### config.mk
export PLATFORM = sky130hd
export DESIGN_NAME = hcnt_ram
export DESIGN_NICKNAME = d
export VERILOG_FILES = /design/src/hcnt_ram.sv
export SDC_FILE = /design/constraint.sdc
export NUM_CORES = 1
export LEC_CHECK = 0
export BUFFER_PORTS_ARGS = -buffer_cell sky130_fd_sc_hd__buf_2
export CORE_MARGIN = 3
export CORE_UTILIZATION = 50
export DETAILED_ROUTE_END_ITERATION = 16
export PLACE_DENSITY = 0.69
export SLEW_MARGIN = 20
export SYNTH_ARGS = -nofsm -noshare
export SYNTH_HDL_FRONTEND = slang
export SYNTH_SLANG_ARGS = --single-unit
### constraint.sdc
create_clock -name clk_i -period 4.1 [get_ports clk_i]
set_clock_uncertainty 0.2 [all_clocks]
set_input_delay 0.82 -clock clk_i [delete_from_list [all_inputs] [get_ports clk_i]]
set_output_delay 0.82 -clock clk_i [all_outputs]
set_load 0.01 [all_outputs]
### src/hcnt_ram.sv
// Generic single-port RAM with registered read.
module hcnt_ram #(
  parameter int unsigned Width = 8,
  parameter int unsigned Depth = 16
) (
  input  logic                     clk_i,
  input  logic                     we_i,
  input  logic [$clog2(Depth)-1:0] addr_i,
  input  logic [Width-1:0]         wdata_i,
  output logic [Width-1:0]         rdata_o
);
  logic [Width-1:0] mem_q [Depth];

  always_ff @(posedge clk_i) begin
    if (we_i) begin
      mem_q[addr_i] <= wdata_i;
    end
    rdata_o <= mem_q[addr_i];
  end
endmodule

Word level (Yosys, flattened, before mapping)

Memory sizes are Yosys's and may differ from the RTL's. A register that Yosys moved wholly into a read port is not among the register bits.
Index checks and enable logic that the tools add are counted.
W data, S select, Z words.

Mux-type cells: 2

Operators with widths:

| operator | number |
|---|---|
| $mux W1  | 2 |

Register bits: 0
Bits of input ports: 14
Word-level logic and storage cells: 3
Memories kept: 1
RAM bits: 128
Output and inout bits: 8

Memory list:

| name  | depth | width | read ports | clocked after memory_dff | wr ports | line | text |
|---|---|---|---|---|---|---|---|
| mem_q | 16    | 8     | 1          | 1                        | 1        | 12   | `logic [Width-1:0] mem_q [Depth];` |

Depth between registers and ports, before layout

Gate-level depths: netlist of the first run.

Word-level depth: 2
Depth in mapped cells: 5
Mapped depth without buffers: 3

Worst setup path before layout of the first run

OpenSTA, ideal clock, no wires.

Path type: input port to flip-flop
Start: input addr_i[2]
End: memory mem_q[0][0], enable pin
Stages: 2
Data required time: 3.517 ns
Library setup time: 0.383 ns
Slack: 1.587 ns
Buffers on the path: 0
Data arrival time: 1.930 ns
Path through: or3b_2 -> nor3_1

RTL lines:

| what            | line | text |
|---|---|---|
| start, declared | 8    | `input logic [$clog2(Depth)-1:0] addr_i,` |
| end, declared   | 12   |  |

No word-level cell before the write port.

Final worst setup path of the first run

Start: input addr_i[1]
End: memory mem_q[14][5], enable pin

No word-level cell before the write port.

==> qor.csv, run 1 <==
stage,metric,value,unit
setup_path,worst-path-max-fanout,39,
sta,finalSetupViolCount,0,
place,dp_cells,386,
worst_hold_path,min-delay-start,mem_q[15][5],
clock_network,post_cts_buffers,0,
die,floorplan.initialDensity,51.61,%
cells_and_area,stdcell_count,418,
route,ant_nets,0,
power_and_ir_drop,p_leak,1.977,nW
power_and_ir_drop,vdd_ir_drop_max,0.2362,mV
sta,slew_headroom,36.69,%
power_and_ir_drop,power_frac_comb,4.4,%
cells_and_area,final_common_cell,edfxtp_1,
route,drtIter0Drc,200,
cells_and_area,most-common-layout-cells,"edfxtp_1, mux4_2, buf_2, a22oi_1, clkbuf_16",
route,vias,2370,
sta,finalMaxSlewViolations,0,
route,drc_errors,0,
clock_network,htreeDepth,4,
die,die_area,11380,um2
clock_network,clk-insertion-delay-late,0.51,ns
setup_path,worstSetupStartpointType,input port,
route,drtPass1Iterations,5,
setup_path,crit_type,input port to flip-flop,
setup_path,r2r_start,mem_q[3][5],
place,io_buffer_count,21,
cells_and_area,antenna_cells,0,
place,place_hpwl,5.729,mm
place,post-place-ws,0.9334,ns
logic_synthesis,synth_cells,230,
clock_network,clockRootBuffer,clkbuf_8,
global_route,grt_max_degree,40,
power_and_ir_drop,p_switching,0.6325,mW
power_and_ir_drop,share_seq_of_total_power,48.5,%
status,status,"finished, final reports clean",
power_and_ir_drop,powerDensity,538.3,nW/um2
clock_network,cts_sinks,136,
setup_path,reg2reg_depth,3,
sta,finalHoldViolCount,0,
sta,worst_slew_pin_slew,0.9497,ns
global_route,grt_pass1_wl,14.97,mm
route,routed_wl,9.288,mm
logic_synthesis,syn_area,5067,um2
die,core-area,9819,um2
logic_synthesis,ys.warnings.count,0,
die,num_rows,36,
setup_path,crit_required,4.03,ns
global_route,grt.total_usage,18.28,%
setup_path,endpoint_kind,flip-flop,
setup_path,worstPathArrival,2.52,ns
cells_and_area,fin_area,5981,um2
sta,worst_slack,1.513,ns
route,vias_per_cell,5.670,
clock_network,cts_buffer_depth,2,
die,io_pins,22,
cells_and_area,area_growth,18.02,%
place,placed_area,5376,um2
logic_synthesis,synth-seq-cells,136,
cells_and_area,fin_nets,286,
power_and_ir_drop,p_int,2.587,mW
logic_synthesis,ys_seq_area_share,79.01,%
clock_network,cts-resized-gates,0,
route,wl_per_cell,22.22,um
power_and_ir_drop,p_clk_share,47.1,%
sta,fmax,0.3865,GHz
clock_network,cts_tree,done,
clock_network,clk_pin_slew,0.06,ns
sta,setup_tns,0,ns
place,gp_congestion,0.7530,
setup_path,reg2reg_slack,2.48,ns
clock_network,cts_made_buffers,17,
logic_synthesis,synthesis.nets,244,
global_route,grt_pass1_vias,2562,
sta,period_needed,2.587,ns
worst_hold_path,worst_hold_path_type,flip-flop to flip-flop,
die,die_h,106.7,um
sta,fin_crit_sh,63.11,%
job,maxCapViolCount,0,
die,fp.dieW,106.7,um
cells_and_area,drive_gt1_share,34.39,%
clock_network,cts_hold_buf,0,
global_route,gr-total-overflow,0,
logic_synthesis,syn_area_per_cell,22.03,um2
logic_synthesis,synthDistinctLibCells,18,
power_and_ir_drop,switching_share,19.65,%
setup_path,crit_start,addr_i[1],
sta,rsz0062_at_grt,false,
sta,whs,0.4831,ns
setup_path,r2r-end,rdata_o[5],
global_route,grt_antenna_before_repair,0,
setup_path,crit_end,mem_q[14][5],
## area by class of cell
cell class,count,area (um2)
multi-input cells,83,1003
well taps,133,166.4
flip-flops and latches,136,4004
repair buffers,34,202.7
clock buffers,21,459.2
clock inverters,11,145.1
fillers,734,3839
## through the flow
step	utilization (%)	total power [mW]
after floorplan	-	1.675
after global placement	54.75	1.732
after detailed placement	54.75	1.736
after CTS	60.91	3.245
after global routing	60.91	3.326
final	60.91	3.219
## routing by layer
metal / global-route usage, % / routed length (um)
met4: 7.215 / 104
met3: 5.298 / 535
met1: 24.91 / 3956
met2: 28.19 / 4692
met5: 0 / 0
## cell families (layout without fill, tap and decap cells)
kind of cell / Yosys count / count (layout) / synth area share [%]
and+or+nand+nor: 35 / 35 / 3.210
DFF: 136 / 136 / 79.01
AOI/OAI and AO/OA: 16 / 16 / 2.370
muxes: 32 / 32 / 14.22
buffers and inverters: 11 / 66 / 1.185
## worst max-delay path, stage by stage
cell      delay [ns]
buf_2           0.71
nand2b_1        0.27
nor2_1          0.70
## power by group through the flow
| stage | registers (mW) | clock network, mW | logic [mW] |
|---|---|---|---|
| 3_5_place_dp | 1.59 | 0 | 0.144 |
| 6_report | 1.56 | 1.52 | 0.141 |
| 2_1_floorplan | 1.59 | 0 | 0.0801 |
| 4_1_cts | 1.56 | 1.54 | 0.144 |
| 5_1_grt | 1.56 | 1.61 | 0.154 |
| 3_3_place_gp | 1.59 | 0 | 0.141 |
## flip-flops by register name, indices dropped and copies added, names as in the netlist
name     cells
mem_q      128
rdata_o      8
## synthesized netlist by cell type (all sizes together)
cell	instances	area share, %
a22oi	16	2.4
edfxtp	128	76
clkbuf	3	0.25
nor3	4	0.40
nand3	1	0.099
buf	8	0.94
nor2b	2	0.25
mux4	32	14
nor2	13	0.96
nand2b	2	0.25
and2	1	0.12
dfxtp	8	3.2
or3b	1	0.17
nand3b	2	0.30
nand2	9	0.67
## worst min path at each step
stage	endpoint	slack, ns	cells after the start
floorplan	rdata_o[0]	0.43	3
global placement	rdata_o[5]	0.46	3
detailed placement	rdata_o[5]	0.48	3
CTS	mem_q[6][4]	0.48	1
global route	mem_q[7][3]	0.49	1
finish	rdata_o[5]	0.48	3
(Power assumes the default switching activity.)
==> inputs of run 2 (changes only) <==
==> constraint.sdc (replaced) <==
create_clock -name clk_i -period 2.65 [get_ports clk_i]
set_clock_uncertainty 0.2 [all_clocks]
set_input_delay 0.53 -clock clk_i [delete_from_list [all_inputs] [get_ports clk_i]]
set_output_delay 0.53 -clock clk_i [all_outputs]
set_load 0.01 [all_outputs]
==> run 2 against run 1 <==
  * Setup slack worse by 0.68 ns
  * Largest power group is now clock
  * Critical path type unchanged
  * Die area unchanged
  * Routed wire length up 4.1%
  * Critical endpoint is now rdata_o[3]
  * Critical path depth up 2
==> qor.csv, run 2 (synthesis gave the netlist of run 1 again) <==
stage,metric,value,unit,change
sta,setup_tns,0,ns,unchanged
sta,finalHoldViolCount,0,,unchanged
setup_path,worstSetupStartpointType,input port,,
global_route,grt_antenna_before_repair,0,,unchanged
power_and_ir_drop,share_seq_of_total_power,46.7,%,-1.8 points
clock_network,cts_tree,done,,
die,num_rows,36,,unchanged
cells_and_area,fillers,704,,-4.1%
route,vias_per_cell,5.646,,-0.43%
place,io_buffer_count,21,,unchanged
clock_network,cts_buffer_depth,2,,unchanged
global_route,gr-total-overflow,0,,unchanged
route,ant_nets,0,,unchanged
power_and_ir_drop,fin_total_pwr,5.181,mW,+61%
cells_and_area,largest_reg_flops,128,,unchanged
die,core-area,9819,um2,unchanged
clock_network,clk_pin_slew,0.06,ns,about the same
cells_and_area,antenna_cells,0,,unchanged
route,drtIter0Drc,143,,-28%
cells_and_area,most-common-layout-cells,"edfxtp_1, mux4_2, buf_2, buf_4",,
cells_and_area,fin_util,62.70,%,+1.8 points
power_and_ir_drop,p_leak,2.066,nW,+4.5%
route,routed_wl,9.673,mm,+4.1%
power_and_ir_drop,p_switching,1.017,mW,+61%
place,post-place-ws,0.3062,ns,-0.6272 ns
cells_and_area,drive_gt1_share,37.16,%,+2.8 points
cells_and_area,regMostFlops,mem_q,,
sta,worst_slew_pin_slew,0.6375,ns,-0.3122 ns
setup_path,crit_type,input port to flip-flop,,
die,die_h,106.7,um,unchanged
sta,rsz0062_at_grt,false,,
setup_path,worstPathArrival,2.01,ns,-0.51 ns
global_route,grt_pass1_wl,15.30,mm,+2.2%
clock_network,cts_made_buffers,17,,unchanged
clock_network,cts-resized-gates,0,,unchanged
route,wl_per_cell,22.55,um,+1.5%
sta,finalMaxSlewViolations,0,,unchanged
die,floorplan.initialDensity,51.61,%,unchanged
clock_network,post_cts_buffers,0,,unchanged
setup_path,crit_chain,"buf_2, buf_12, mux4_2, a22oi_1, nand2_1",,
clock_network,htreeDepth,4,,unchanged
power_and_ir_drop,vdd_ir_drop_max,0.3777,mV,+60%
job,maxCapViolCount,0,,unchanged
setup_path,cpMaxStageDelayCell,mux4_2,,
setup_path,endpoint_kind,flip-flop,,
place,gp_congestion,0.7690,,+2.1%
route,drtPass1Iterations,4,,-1
global_route,grt_max_degree,18,,-55%
clock_network,cts_hold_buf,0,,unchanged
power_and_ir_drop,p_clk_share,48.7,%,+1.6 points
power_and_ir_drop,p_int,4.164,mW,+61%
setup_path,crit_required,2.85,ns,-1.18 ns
global_route,grt.total_usage,18.85,%,+0.57 points
clock_network,clockRootBuffer,clkbuf_8,,
setup_path,worst-path-max-fanout,11,,-72%
status,status,"finished, final reports clean",,
sta,worst_slack,0.8348,ns,-0.6778 ns
cells_and_area,reg_top3,"mem_q x128, rdata_o x8",,
cells_and_area,area_growth,21.51,%,
place,dp_cells,397,,+2.8%
setup_path,max_stage_delay,0.50,ns,-0.21 ns
sta,fmax,0.5509,GHz,
clock_network,cts_sinks,136,,unchanged
worst_hold_path,worst_hold_path_type,input port to flip-flop,,
clock_network,clk-insertion-delay-late,0.51,ns,about the same
route,vias,2422,,+2.2%
power_and_ir_drop,switching_share,19.63,%,about the same
die,fp.dieW,106.7,um,unchanged
place,place_hpwl,6.264,mm,+9.3%
route,drc_errors,0,,unchanged
sta,finalSetupViolCount,0,,unchanged
power_and_ir_drop,power_frac_comb,4.6,%,+0.2 points
sta,period_needed,1.815,ns,
sta,fin_crit_sh,68.50,%,
die,io_pins,22,,unchanged
sta,whs,0.2057,ns,-0.2774 ns
sta,slew_headroom,57.41,%,+21 points
global_route,grt_pass1_vias,2584,,+0.86%
place,placed_area,5509,um2,+2.5%
cells_and_area,final_common_cell,edfxtp_1,,
cells_and_area,fin_nets,297,,+3.8%
cells_and_area,stdcell_count,429,,+2.6%
cells_and_area,fin_area,6157,um2,+2.9%
power_and_ir_drop,powerDensity,841.5,nW/um2,+56%
die,die_area,11380,um2,unchanged
[run 2: cell types whose count changed in the layout (fill, tap and decap cells not counted), sizes merged]
cell / before / now
bufinv: 3 / 5
clkinvlp: 3 / 4
inv: 1 / 3
clkinv: 4 / 2
clkbuf: 21 / 18
buf: 34 / 45
[run 2: area by class of cell]
| cell class | instances | area [um2] | area share (%) |
|---|---|---|---|
| clock buffers | 18 | 427.9 | 6.950 |
| clock inverters | 14 | 220.2 | 3.577 |
| multi-input cells | 83 | 1003 | 16.30 |
| flip-flops and latches | 136 | 4004 | 65.03 |
| well taps | 133 | 166.4 | 2.703 |
| repair buffers | 45 | 335.3 | 5.446 |
[run 2: path summary, 6_finish.rpt]
path	startpoint	end	slack, ns	cells after the start
worst max-delay path	addr_i[0]	rdata_o[3]	0.83	5
worst min-delay path	wdata_i[4]	mem_q[7][4]	0.21	1
worst max register to register	mem_q[8][7]	rdata_o[7]	1.10	3
worst min register to register	mem_q[12][3]	rdata_o[3]	0.47	3
[run 2: power groups by stage]
| stage | clock, mW | sequential, mW | combinational, mW |
|---|---|---|---|
| after floorplan | 0 | 2.47 | 0.124 |
| after global routing | 2.66 | 2.42 | 0.258 |
| after detailed placement | 0 | 2.46 | 0.239 |
| after global placement | 0 | 2.46 | 0.235 |
| final | 2.53 | 2.42 | 0.237 |
| after CTS | 2.56 | 2.42 | 0.242 |
[run 2: routing by layer]
metal | routed length (um) | up-vias | global-route usage (%)
met5 | 0 | - | 0
met4 | 210 | 0 | 7.763
met3 | 596 | 16 | 4.576
met2 | 5057 | 86 | 30.35
met1 | 3808 | 1251 | 24.95
li1 | - | 1069 | -
[run 2: worst max-delay path: cells and delay by family]
| kind | cells | cell delay, ns |
|---|---|---|
| and+or+nand+nor | 1 | 0.09 |
| AOI/OAI and AO/OA | 1 | 0.31 |
| muxes | 1 | 0.50 |
| buffers and inverters | 2 | 0.56 |
